File: config.mk
export PLATFORM = sky130hd
export DESIGN_NAME = maze_row_generator_top
export DESIGN_NICKNAME = d
export VERILOG_FILES = /design/src/hdl/mrg_pkg.sv /design/src/hdl/mrg_ctrl.sv /design/src/hdl/mrg_dpath.sv /design/src/hdl/maze_row_generator_top.sv
export SDC_FILE = /design/constraint.sdc
export NUM_CORES = 1
export LEC_CHECK = 0
export ABC_CLOCK_PERIOD_IN_PS = 8020
export BUFFER_PORTS_ARGS = -buffer_cell sky130_fd_sc_hd__clkbuf_2
export CORE_MARGIN = 4
export CORE_UTILIZATION = 40
export CTS_BUF_LIST = sky130_fd_sc_hd__clkbuf_16
export DETAILED_ROUTE_END_ITERATION = 7
export PLACE_DENSITY_LB_ADDON = 0.25
export SLEW_MARGIN = 20
export SYNTH_ARGS = -nofsm -noshare
export SYNTH_HDL_FRONTEND = slang
export SYNTH_SLANG_ARGS = --single-unit
File: constraint.sdc
create_clock -name clk -period 8.02 [get_ports clk]
set_input_delay 0.802 -clock clk [delete_from_list [all_inputs] [get_ports clk]]
set_output_delay 0.802 -clock clk [all_outputs]
set_load 0.01 [all_outputs]
File: src/hdl/mrg_pkg.sv
// Shared types and constants for the maze row generator.
// Used by mrg_ctrl, mrg_dpath and maze_row_generator_top; depends on nothing.
`default_nettype none

package mrg_pkg;

	localparam int COLS_DEF = 32;   // default column storage
	localparam int IO_W     = 32;   // width of the wall and random vectors
	localparam int IO_IDX_W = 5;    // bits to pick one bit of an IO_W vector
	localparam int CFG_W    = 6;    // active_cols register width
	localparam int COL_W    = 6;    // column counter, holds up to IO_W

	localparam logic [CFG_W-1:0] ACT_RST = 6'd32;

	// Column sweep being run by the datapath
	typedef enum logic [2:0] {
		PH_USED,
		PH_FRESH,
		PH_RIGHT,
		PH_BOTTOM,
		PH_FINAL
	} phase_t;

	typedef struct packed {
		logic             load;      // capture the input item
		logic             step;      // process column col in phase
		phase_t           phase;
		logic [COL_W-1:0] col;
		logic             out_load;  // move finished walls to the output register
	} mrg_cmd_t;

	typedef struct packed {
		logic last_col;   // col is the last active column
		logic last_row;   // item in work is the final row
		logic out_busy;   // output register still holds an untaken result
	} mrg_stat_t;

endpackage

`default_nettype wire

File: src/hdl/mrg_ctrl.sv
// Sequencer for the maze row generator: walks the column sweeps of one row.
// Depends on mrg_pkg for the command and status structs.
`default_nettype none

module mrg_ctrl (
	input  logic                clk,
	input  logic                arst_n,
	input  logic                in_valid,
	output logic                in_ready,
	input  mrg_pkg::mrg_stat_t  stat,
	output mrg_pkg::mrg_cmd_t   cmd
);

	typedef enum logic [2:0] {
		S_IDLE,
		S_USED,
		S_FRESH,
		S_RIGHT,
		S_BOTTOM,
		S_FINAL,
		S_DONE
	} state_t;

	state_t                      state_q;
	logic [mrg_pkg::COL_W-1:0]   col_q;

	assign in_ready = (state_q == S_IDLE);

	always_comb begin
		cmd          = '0;
		cmd.load     = in_ready & in_valid;
		cmd.col      = col_q;
		cmd.phase    = mrg_pkg::PH_USED;
		unique case (state_q)
			S_IDLE: begin
			end
			S_USED: begin
				cmd.step  = 1'b1;
				cmd.phase = mrg_pkg::PH_USED;
			end
			S_FRESH: begin
				cmd.step  = 1'b1;
				cmd.phase = mrg_pkg::PH_FRESH;
			end
			S_RIGHT: begin
				cmd.step  = 1'b1;
				cmd.phase = mrg_pkg::PH_RIGHT;
			end
			S_BOTTOM: begin
				cmd.step  = 1'b1;
				cmd.phase = mrg_pkg::PH_BOTTOM;
			end
			S_FINAL: begin
				cmd.step  = 1'b1;
				cmd.phase = mrg_pkg::PH_FINAL;
			end
			S_DONE: begin
				cmd.out_load = ~stat.out_busy;
			end
			default: begin
			end
		endcase
	end

	always_ff @(posedge clk or negedge arst_n) begin
		if (!arst_n) begin
			state_q <= S_IDLE;
			col_q   <= '0;
		end else begin
			unique case (state_q)
				S_IDLE: begin
					if (cmd.load) begin
						state_q <= S_USED;
						col_q   <= '0;
					end
				end
				S_USED: begin
					if (stat.last_col) begin
						state_q <= S_FRESH;
						col_q   <= '0;
					end else begin
						col_q <= col_q + mrg_pkg::COL_W'(1);
					end
				end
				S_FRESH: begin
					if (stat.last_col) begin
						state_q <= S_RIGHT;
						col_q   <= '0;
					end else begin
						col_q <= col_q + mrg_pkg::COL_W'(1);
					end
				end
				S_RIGHT: begin
					if (stat.last_col) begin
						state_q <= stat.last_row ? S_FINAL : S_BOTTOM;
						col_q   <= '0;
					end else begin
						col_q <= col_q + mrg_pkg::COL_W'(1);
					end
				end
				S_BOTTOM, S_FINAL: begin
					if (stat.last_col) begin
						state_q <= S_DONE;
						col_q   <= '0;
					end else begin
						col_q <= col_q + mrg_pkg::COL_W'(1);
					end
				end
				S_DONE: begin
					if (!stat.out_busy) begin
						state_q <= S_IDLE;
					end
				end
				default: begin
					state_q <= S_IDLE;
					col_q   <= '0;
				end
			endcase
		end
	end

	// a new row always starts its first sweep at column zero
	a_load_start: assert property (@(posedge clk) disable iff (!arst_n)
		cmd.load |=> (state_q == S_USED) && (col_q == '0))
		else $error("row did not start at column zero");

	// the column counter never leaves the wall vector
	a_col_bound: assert property (@(posedge clk) disable iff (!arst_n)
		col_q < mrg_pkg::COL_W'(mrg_pkg::IO_W))
		else $error("column counter out of range");

endmodule

`default_nettype wire

File: src/hdl/mrg_dpath.sv
// Datapath of the maze row generator: set labels, previous bottom walls,
// the per-column sweep logic and the output register. Depends on mrg_pkg.
`default_nettype none

module mrg_dpath #(
	parameter int COLS = mrg_pkg::COLS_DEF
) (
	input  logic                          clk,
	input  logic                          arst_n,
	input  logic                          cfg_wr_en,
	input  logic [mrg_pkg::CFG_W-1:0]     cfg_wr_data,
	input  logic [mrg_pkg::IO_W-1:0]      right_random,
	input  logic [mrg_pkg::IO_W-1:0]      down_random,
	input  logic                          first_row,
	input  logic                          last_row,
	input  mrg_pkg::mrg_cmd_t             cmd,
	output mrg_pkg::mrg_stat_t            stat,
	input  logic                          out_ready,
	output logic                          out_valid,
	output logic [mrg_pkg::IO_W-1:0]      right_walls,
	output logic [mrg_pkg::IO_W-1:0]      bottom_walls
);

	localparam int LIM   = (COLS < mrg_pkg::IO_W) ? COLS : mrg_pkg::IO_W;
	localparam int IDX_W = $clog2(COLS);

	logic [mrg_pkg::CFG_W-1:0]  act_q;
	logic                       out_valid_q;

	logic [mrg_pkg::IO_W-1:0]   rr_q, dr_q, rw_q, bw_q, rwo_q, bwo_q;
	logic                       first_q, last_q;
	logic [mrg_pkg::COL_W-1:0]  n_q, n_cfg;
	logic [IDX_W-1:0]           lbl_q [COLS];
	logic [COLS-1:0]            bab_q;
	logic [COLS-1:0]            used_q;
	logic [IDX_W-1:0]           cur_q;

	logic [COLS-1:0]            inrng, bw_cols, match;
	logic [IDX_W-1:0]           col_idx, rd_idx, rd_lbl, left, free_lbl;
	logic [mrg_pkg::IO_IDX_W-1:0] bit_sel;
	logic                       fresh_c, rr_c, dr_c, same, other, wall, merge;

	// clamp the column count to 1..LIM
	always_comb begin
		if (act_q == '0) begin
			n_cfg = mrg_pkg::COL_W'(1);
		end else if (mrg_pkg::COL_W'(act_q) > mrg_pkg::COL_W'(LIM)) begin
			n_cfg = mrg_pkg::COL_W'(LIM);
		end else begin
			n_cfg = mrg_pkg::COL_W'(act_q);
		end
	end

	always_comb begin
		for (int i = 0; i < COLS; i++) begin
			inrng[i] = mrg_pkg::COL_W'(i) < n_q;
		end
	end

	assign bw_cols = COLS'(bw_q);
	assign col_idx = IDX_W'(cmd.col);
	assign bit_sel = cmd.col[mrg_pkg::IO_IDX_W-1:0];

	// boundary sweeps look at column col+1, the others at col
	assign rd_idx = (cmd.phase == mrg_pkg::PH_RIGHT || cmd.phase == mrg_pkg::PH_FINAL)
		? IDX_W'(cmd.col + mrg_pkg::COL_W'(1)) : col_idx;
	assign rd_lbl = lbl_q[rd_idx];
	assign left   = (cmd.col == '0) ? lbl_q[0] : cur_q;
	assign same   = (left == rd_lbl);

	assign fresh_c = first_q | bab_q[col_idx];
	assign rr_c    = rr_q[bit_sel];
	assign dr_c    = dr_q[bit_sel];

	// lowest label no cell of the row holds yet
	always_comb begin
		free_lbl = '0;
		for (int i = COLS - 1; i >= 0; i--) begin
			if (!used_q[i]) begin
				free_lbl = IDX_W'(i);
			end
		end
	end

	// another open cell of the same set exists
	always_comb begin
		for (int i = 0; i < COLS; i++) begin
			match[i] = inrng[i] && !bw_cols[i] && (lbl_q[i] == rd_lbl)
				&& (IDX_W'(i) != col_idx);
		end
		other = |match;
	end

	always_comb begin
		wall  = 1'b0;
		merge = 1'b0;
		unique case (cmd.phase)
			mrg_pkg::PH_RIGHT: begin
				wall  = rr_c | stat.last_col | same;
				merge = ~wall;
			end
			mrg_pkg::PH_FINAL: begin
				merge = ~stat.last_col & ~same;
			end
			default: begin
			end
		endcase
	end

	assign stat.last_col = (cmd.col + mrg_pkg::COL_W'(1)) == n_q;
	assign stat.last_row = last_q;
	assign stat.out_busy = out_valid_q & ~out_ready;

	always_ff @(posedge clk or negedge arst_n) begin
		if (!arst_n) begin
			act_q       <= mrg_pkg::ACT_RST;
			out_valid_q <= 1'b0;
		end else begin
			if (cfg_wr_en) begin
				act_q <= cfg_wr_data;
			end
			if (cmd.out_load) begin
				out_valid_q <= 1'b1;
			end else if (out_ready) begin
				out_valid_q <= 1'b0;
			end
		end
	end

	always_ff @(posedge clk) begin
		if (cmd.load) begin
			rr_q    <= right_random;
			dr_q    <= down_random;
			first_q <= first_row;
			last_q  <= last_row;
			n_q     <= n_cfg;
			used_q  <= '0;
			rw_q    <= '0;
			bw_q    <= '0;
		end
		if (cmd.step) begin
			unique case (cmd.phase)
				mrg_pkg::PH_USED: begin
					if (!fresh_c) begin
						used_q[rd_lbl] <= 1'b1;
					end
				end
				mrg_pkg::PH_FRESH: begin
					if (fresh_c) begin
						lbl_q[col_idx]   <= free_lbl;
						used_q[free_lbl] <= 1'b1;
					end
				end
				mrg_pkg::PH_RIGHT: begin
					rw_q[bit_sel] <= wall;
				end
				mrg_pkg::PH_BOTTOM: begin
					if (dr_c && other) begin
						bw_q[bit_sel] <= 1'b1;
					end
				end
				mrg_pkg::PH_FINAL: begin
					bw_q[bit_sel] <= 1'b1;
					if (stat.last_col) begin
						rw_q[bit_sel] <= 1'b1;
					end else if (!same) begin
						rw_q[bit_sel] <= 1'b0;
					end
				end
				default: begin
				end
			endcase
			// merge: the right set takes the left set's label
			if (merge) begin
				for (int i = 0; i < COLS; i++) begin
					if (inrng[i] && lbl_q[i] == rd_lbl) begin
						lbl_q[i] <= left;
					end
				end
			end
			cur_q <= merge ? left : rd_lbl;
		end
		if (cmd.out_load) begin
			rwo_q <= rw_q;
			bwo_q <= bw_q;
			for (int i = 0; i < COLS; i++) begin
				if (inrng[i]) begin
					bab_q[i] <= bw_cols[i];
				end
			end
		end
	end

	assign out_valid    = out_valid_q;
	assign right_walls  = rwo_q;
	assign bottom_walls = bwo_q;

	// labels never run out: a row has no more cells than there are labels
	a_label_free: assert property (@(posedge clk) disable iff (!arst_n)
		(cmd.step && cmd.phase == mrg_pkg::PH_FRESH && fresh_c) |-> !(&used_q))
		else $error("no free set label");

	// the sequencer only steps through active columns
	a_step_range: assert property (@(posedge clk) disable iff (!arst_n)
		cmd.step |-> (cmd.col < n_q))
		else $error("column step beyond active columns");

endmodule

`default_nettype wire

File: src/hdl/maze_row_generator_top.sv
// Top level of the maze row generator: sequencer plus datapath.
// Depends on mrg_pkg, mrg_ctrl and mrg_dpath.
`default_nettype none

// Maze row generator, one maze row per transfer. Each transfer on the input channel
// carries one random bit per column for right walls and one for bottom walls, plus the
// first-row and last-row flags. Each input transfer produces exactly one transfer on the
// output channel with the row's right and bottom wall vectors (bits at or above the active
// column count read as zero). Set labels and the previous row's bottom walls are kept
// between rows, so start every maze with first_row set; a row before any first row gives
// undefined walls.
// Operation: each row is worked in four column sweeps of one column per cycle through the
// shared label logic (collect inherited labels, hand out fresh labels, the right-wall pass,
// then the bottom-wall pass or the closing pass on the last row); the walls then move into
// the output register, where the result is offered. One item is in work at a time. The
// next is accepted the cycle after the result has moved to the output register, even if
// that result has not yet been taken. A result still waiting in the output register when
// the next row finishes holds the sequencer in its last state until it is taken.
// Write active_cols (1..32, reset 32) only while idle.
module maze_row_generator_top #(
	parameter int COLS = mrg_pkg::COLS_DEF
) (
	input  logic                         clk,
	input  logic                         arst_n,
	// configuration: active column count
	input  logic                         cfg_wr_en,
	input  logic [mrg_pkg::CFG_W-1:0]    cfg_wr_data,
	// input channel
	input  logic                         in_valid,
	output logic                         in_ready,
	input  logic [mrg_pkg::IO_W-1:0]     right_random,
	input  logic [mrg_pkg::IO_W-1:0]     down_random,
	input  logic                         first_row,
	input  logic                         last_row,
	// output channel
	output logic                         out_valid,
	input  logic                         out_ready,
	output logic [mrg_pkg::IO_W-1:0]     right_walls,
	output logic [mrg_pkg::IO_W-1:0]     bottom_walls
);

	mrg_pkg::mrg_cmd_t   cmd;
	mrg_pkg::mrg_stat_t  stat;

	// sequencer: advance one column per cycle, hold in the last state until
	// the output register is free
	mrg_ctrl u_ctrl (
		.clk      (clk),
		.arst_n   (arst_n),
		.in_valid (in_valid),
		.in_ready (in_ready),
		.stat     (stat),
		.cmd      (cmd)
	);

	// datapath: labels, bottom walls of the row above, wall vectors
	mrg_dpath #(
		.COLS (COLS)
	) u_dpath (
		.clk          (clk),
		.arst_n       (arst_n),
		.cfg_wr_en    (cfg_wr_en),
		.cfg_wr_data  (cfg_wr_data),
		.right_random (right_random),
		.down_random  (down_random),
		.first_row    (first_row),
		.last_row     (last_row),
		.cmd          (cmd),
		.stat         (stat),
		.out_ready    (out_ready),
		.out_valid    (out_valid),
		.right_walls  (right_walls),
		.bottom_walls (bottom_walls)
	);

endmodule

`default_nettype wire
Word-level counts from Yosys, hierarchy flattened
Memory sizes are Yosys's and may differ from the RTL's. Cells that the tools add are included.

Register bits: 285. Bits in latches: 0. Memory bits (writable): 160. Bits in read-only memories: 0. Output and inout port bits: 66. Memories: 1.

Memories: u_dpath.lbl_q (words 32, bits a word 5, rd ports 33, clocked after Yosys merged registers in 0, wr ports 32, RTL line mrg_dpath.sv:33) `logic [IDX_W-1:0] lbl_q [COLS];`.

Add/sub/neg operators: 1. Multiply operators: 0. Divide/modulo/power cells: 0. Order comparisons: 39. Equality and inequality tests: 81. Shift-type cells: 0. Muxes and demuxes: 215. Bitwise logic cells: 18. Reduce and logical (&&, ||, !) cells: 210.

Operator list (count): two-way mux 32 bit (11); one-hot mux 32 bit (2 select lines) (3); two-way mux 5 bit (37); == test 5 bit (33); two-way mux 1 bit (144); logical AND 1 bit (132); bitwise OR 32 bit (4); < comparator 5 x 6 -> 1 bit (first input constant) (16); inequality test 5 bit (first input constant) (16); AND reduction 2 bit (33); < comparator 4 x 6 -> 1 bit (first input constant) (8); inequality test 4 x 5 -> 1 bit (first input constant) (8); bitwise AND 32 bit (1); bitwise mux 32 bit (1); logical NOT 1 bit (32); inverter 32 bit (1); OR reduction 32 bit (1); < comparator 3 x 6 -> 1 bit (first input constant) (4); inequality test 3 x 5 -> 1 bit (first input constant) (4); one-hot mux 4 bit (5 select lines) (1); < comparator 5 x 6 -> 1 bit (second input constant) (3); two-way mux 3 bit (6); two-way mux 6 bit (3); one-hot mux 3 bit (6 select lines) (1); 28 further kinds (61).

Longest topological paths before layout
Depth in word-level cells: 40. Depth in mapped cells: 24. Gate-level depth less buffers: 15.

Modules after synthesis
Synthesis repeated with hierarchy kept, for this count alone.

Cell total of the unflattened synthesis: 2479. Area total of the unflattened synthesis: 26535.4 um2.

By module, submodules not included: mrg_dpath (instances 1, cells an instance 2420, area an instance 25949.9 um2, sequential area each 12097.9 um2); mrg_ctrl (instances 1, cells an instance 59, area an instance 585.6 um2, sequential area each 225.2 um2).

Worst setup path after synthesis
OpenSTA, ideal clock, no wires.

Path kind: flip-flop to flip-flop. Start point: register u_ctrl.col_q[0] (netlist name). End point: memory u_dpath.lbl_q[18][0] (netlist name) (enable). Setup time: 0.315 ns. Arrival: 4.570 ns. Data required time: 7.705 ns. Slack: 3.135 ns. Cell stages (with the launch flop): 19. Path buffers: 6. Period minus slack after synthesis: 4.885 ns. Cell sequence: dfrtp_1 > buf_4 > inv_1 > clkbuf_1 > ha_1 > buf_2 > mux2_2 > mux4_2 > a211oi_4 > a2bb2o_1 > buf_4 > xnor2_1 > nand3_1 > o31ai_2 > a21oi_1 > buf_2 > buf_2 > nand2_1 > o21ai_0.

RTL lines: start, declared (RTL line mrg_ctrl.sv:25) `logic [mrg_pkg::COL_W-1:0] col_q;`; start signal, assigned (RTL line mrg_ctrl.sv:82) `col_q <= col_q + mrg_pkg::COL_W'(1);`; start signal, assigned (RTL line mrg_ctrl.sv:90) `col_q <= col_q + mrg_pkg::COL_W'(1);`; start signal, assigned (RTL line mrg_ctrl.sv:98) `col_q <= col_q + mrg_pkg::COL_W'(1);`; end, declared (RTL line mrg_dpath.sv:33).

Worst setup path after layout
Start point: register u_ctrl.col_q[1] (netlist name). End point: register u_dpath.bw_q, in the netlist u_dpath.bw_cols[19].

Cells in the longest elaborated chain, start to end: 11. Elaborated cells on any way between the ends: 144. Those cells by class: add/sub: 1; order compare: 2; eq/ne: 63; mux: 8; bitwise: 1; reduce/logical: 68; memory: 1.

RTL lines: adder 6 x 1 -> 6 bit (RTL line mrg_dpath.sv:66) `? IDX_W'(cmd.col + mrg_pkg::COL_W'(1)) : col_idx;`; two-way mux 5 bit (RTL line mrg_dpath.sv:66); memory (32 x 5 bit); == test 5 bit (RTL line mrg_dpath.sv:88) `match[i] = inrng[i] && !bw_cols[i] && (lbl_q[i] == rd_lbl)`; logical AND 1 bit (RTL line mrg_dpath.sv:88); logical AND 1 bit (RTL line mrg_dpath.sv:89) `&& (IDX_W'(i) != col_idx);`; OR reduction 32 bit (RTL line mrg_dpath.sv:91) `other = |match;`; logical AND 1 bit (RTL line mrg_dpath.sv:158) `if (dr_c && other) begin`; two-way mux 32 bit (RTL line mrg_dpath.sv:158); one-hot mux 32 bit (2 select lines) (*) (RTL line mrg_dpath.sv:142) `unique case (cmd.phase)`; two-way mux 32 bit (*) (RTL line mrg_dpath.sv:141) `if (cmd.step) begin`; end signal, assigned (RTL line mrg_dpath.sv:139) `bw_q <= '0;`; end signal, assigned by index (RTL line mrg_dpath.sv:159) `bw_q[bit_sel] <= 1'b1;`; end signal, assigned by index (RTL line mrg_dpath.sv:163) `bw_q[bit_sel] <= 1'b1;`; end, declared (RTL line mrg_dpath.sv:30) `logic [mrg_pkg::IO_W-1:0] rr_q, dr_q, rw_q, bw_q, rwo_q, bwo_q;`.

Mark *: on every way between the ends. The rest lies on a longest branch, timed or not. The select of a mux whose other input is x is not followed. A chain may end at the register's enable or synchronous reset.

==> key figures <==
CTS
  – Root Driver: clkbuf_16
  – Worst-Skew Late Latency: ~0.60 ns
  – Number of hold buffers added after cts: 0
  – CTS clock-pin slew for the worst setup and hold paths: ~0.060 ns
  – Postcts setup bufs: 0
  – CTS buffer count: 49
  – Post-CTS sizing: 0
  – Clock Path Buffers: 3
  – Clk sinks: between 400 and 500
  – H-tree Lvls: 2
  – CTS tree: done

Floorplanning
  – Die area: between 60000 and 70000 um2
  – Die width: between 200 and 300 um
  – Die Ht: 264 um
  – Core ar.: about 65000 um2
  – Top-level port count: approximately 140
  – Num rows: 93
  – Initial core utilization: 0.406

GRT
  – Initial antenna violation count: 7
  – Vias in the first global route: between 20000 and 25000
  – GRT Overall Usage: 0.292
  – First-pass GRT wire length: 153000 um
  – Largest net degree at the start of global routing: 78
  – Total grt overflow: 0

Logic synthesis
  – EDFF count, synth: approximately 330
  – Syn Inst Count: between 2000 and 2500
  – Flops & latches, synth: roughly 450
  – Post-synth ARST share: 0.0360
  – Synthesized area: 26200 um2
  – Avg Cell Area, Syn: approximately 11 um2
  – Post-synth net total: between 2000 and 3000
  – Predominant post-synthesis flop cell: edfxtp_1
  – Seq/Total Area, Yosys: 0.469
  – Total number of yosys warnings: 0
  – Synth cell types: a little over 100

Worst setup path
  – WP data arrival: slightly below 8 ns
  – Crit path kind: reg2reg
  – CP peak stage delay: between 1 and 1.5 ns
  – Startpoint Class: flop
  – CP Max Fanout: 24
  – Buffers & Inverters on Critical Path: 3
  – Slowest CP cell: nor4_4
  – Worst path top cell family by delay: simple AND/OR/NAND/NOR gates
  – Critical path, cell by cell: inv_1, ha_1, nor2b_1, nand3_1, and2_1, nor2_1, o32ai_2, a2bb2oi_4, xnor2_1, nand4_1, and4b_1, nor4_1, buf_4, nand4_1, nor4_4, buf_12, o31ai_2
  – Crit-path most repeated cell: nand4_1
  – Crit. End Element: flop
  – CP required: roughly 8.5 ns

Drt
  – Iter 0 DRT Violations: between 2000 and 3000
  – DR WL/cell: about 30 um
  – Number of vias per cell: 6.56
  – Router iterations before antenna repair: 7
  – Routed wire length: ~110000 um
  – Routed vias: 22800
  – Post-DRT Antenna Nets: 0
  – # DRC: 0

Place
  – Placed insts: about 3400
  – Placement Setup Slack: just over 1 ns
  – Detail Placement HPWL: approximately 76000 um
  – Port buffer count: about 140
  – Final GP Congestion: between 1 and 1.5

Power
  – LEAKAGE: 11.1 nW
  – Peak VDD IR: roughly 0.00048 V
  – PwrDens: ~510 nW/um2

Timing
  – Setup TNS: 0 ns
  – Final setup viols: 0
  – Skew final: ~0.017 ns
  – Unrepaired setup endpoints after global routing: no
  – Final Max Tran Viols: 0
  – Worst-Margin Slew: around 1.2 ns
  – Final WS setup: roughly 0.7 ns
  – Max-slew headroom: 0.197
  – Tmin final: 7.33 ns
  – Period utilization: 0.914
  – Fin. Hold Viols: 0
  – F_max: 0.136 GHz

Cells and area
  – Nets: about 2700
  – Fraction of layout instances using a drive strength above 1: 0.173
  – Layout Cells excl Fill: about 3500
  – Layout Area Growth over Synthesis: 12.5%
  – Ant diodes: 0

Run
  – Max-Cap Viols: 0

Hold path
  – HP Class: in2async

Status
  – Run status: complete, no violations
-- state kept, by name, summed over array words and instances, names as in the netlist, 3 cells and up --
| signal | flops |
|---|---|
| u_dpath.bw_cols | 32 |
| u_dpath.right_walls | 32 |
| u_dpath.rw_q | 32 |
| u_dpath.used_q | 32 |
| u_dpath.n_q | 6 |
| u_ctrl.col_q | 6 |
| u_dpath.lbl_q | 160 |
| u_dpath.cur_q | 5 |
| u_dpath.rr_q | 32 |
| u_dpath.bottom_walls | 32 |
| u_dpath.act_q | 6 |
| u_ctrl.state_q | 3 |
| u_dpath.bab_q | 32 |
| u_dpath.dr_q | 32 |
-- cell usage after synthesis (18+ instances only) --
master | n | share of area
a21oi_1 | 82 | 0.016
a22oi_1 | 46 | 0.013
a31oi_1 | 19 | 0.0045
buf_2 | 35 | 0.0067
buf_4 | 18 | 0.0051
clkbuf_1 | 127 | 0.018
dfxtp_1 | 96 | 0.073
edfxtp_1 | 333 | 0.38
inv_1 | 32 | 0.0046
mux2_2 | 18 | 0.0077
mux2i_1 | 239 | 0.091
mux4_2 | 35 | 0.030
nand2_1 | 239 | 0.034
nand3_1 | 51 | 0.0097
nand4_1 | 40 | 0.0095
nor2_1 | 210 | 0.030
nor2b_1 | 18 | 0.0043
nor3_1 | 43 | 0.0082
nor4_1 | 18 | 0.0043
o211ai_1 | 37 | 0.011
o21ai_0 | 185 | 0.035
o221ai_1 | 52 | 0.017
o22ai_1 | 24 | 0.0057
o31ai_2 | 31 | 0.015
or3_1 | 23 | 0.0055
or4_1 | 23 | 0.0066
xnor2_1 | 117 | 0.039
xor2_1 | 43 | 0.014
-- report_power, final --
part | switching (mW) | internal [mW] | total, mW
clock | 0.993 | 1.20 | 2.20
sequential | 0.336 | 2.85 | 3.18
combinational | 6.38 | 3.26 | 9.64
total | 7.71 | 7.31 | 15.0
-- routing by layer --
layer  global-route usage  share of wire
met5                    0        0.00028
met3               0.0747           0.11
met1                0.383           0.38
met4                0.130          0.054
met2                0.458           0.45
-- worst paths after layout --
check,startpoint,end,slack [ns],depth (start not counted)
worst max register to register,u_ctrl.col_q[1],u_dpath.bw_cols[19],0.69,17
worst max-delay path,u_ctrl.col_q[1],u_dpath.bw_cols[19],0.69,17
min in group clk,right_random[6],u_dpath.rr_q[6],0.38,1
worst min-delay path,arst_n,u_ctrl.state_q[0],0.14,1
max in group asynchronous,arst_n,u_ctrl.col_q[0],7.53,1
worst min register to register,u_dpath.rw_q[27],u_dpath.right_walls[27],0.43,0
-- through the flow --
step	util	hold slack (ns)	power (mW)	cell area (um2)
2_1_floorplan	-	0.408	9.44	26200
3_3_place_gp	0.433	0.415	12.5	28000
3_5_place_dp	0.433	0.413	12.6	28000
4_1_cts	0.456	0.129	14.8	29500
5_1_grt	0.456	0.168	15.6	29500
6_report	0.456	0.145	15.0	29500
-- layout make-up --
type / count / area [um2]
clock inverters: 42 / 277
flip-flops and latches: 445 / 12300
fillers: 6099 / 35200
inverters: 34 / 129
repair buffers: 236 / 1470
multi-input cells: 1818 / 13000
well taps: 855 / 1070
clock buffers: 50 / 1250
-- cells in the final DEF, fill, tap and decap left out, drive strengths merged, types with 8 or more instances in the layout --
master,instances
edfxtp,333
nand2,240
mux2i,239
nor2,213
clkbuf,192
o21ai,187
xnor2,118
dfxtp,96
buf,94
a21oi,82
o221ai,52
nand3,51
a22oi,46
nor3,45
xor2,44
inv,43
nand4,40
o211ai,38
o31ai,36
mux4,35
clkinv,28
o22ai,24
or3,23
or4,23
nor4,20
a31oi,19
nor2b,18
mux2,18
and2,16
dfrtp,15
o2111ai,13
and3,12
nand2b,10
a211o,9
a211oi,9
or2,8
a21boi,8
o32ai,8
a2111oi,8
-- logic make-up (layout without fill, tap and decap cells) --
group / count (synthesis) / in the layout / synth area share
adders and majority gates: 6 / 6 / 0.00286
muxes: 292 / 292 / 0.129
xor gates and xnor gates: 162 / 162 / 0.0555
and+or+nand+nor: 751 / 751 / 0.138
DFF: 445 / 445 / 0.469
AOI/OAI and AO/OA: 607 / 607 / 0.164
buffers and inverters: 233 / 362 / 0.0408
(Power assumes the default switching activity.)
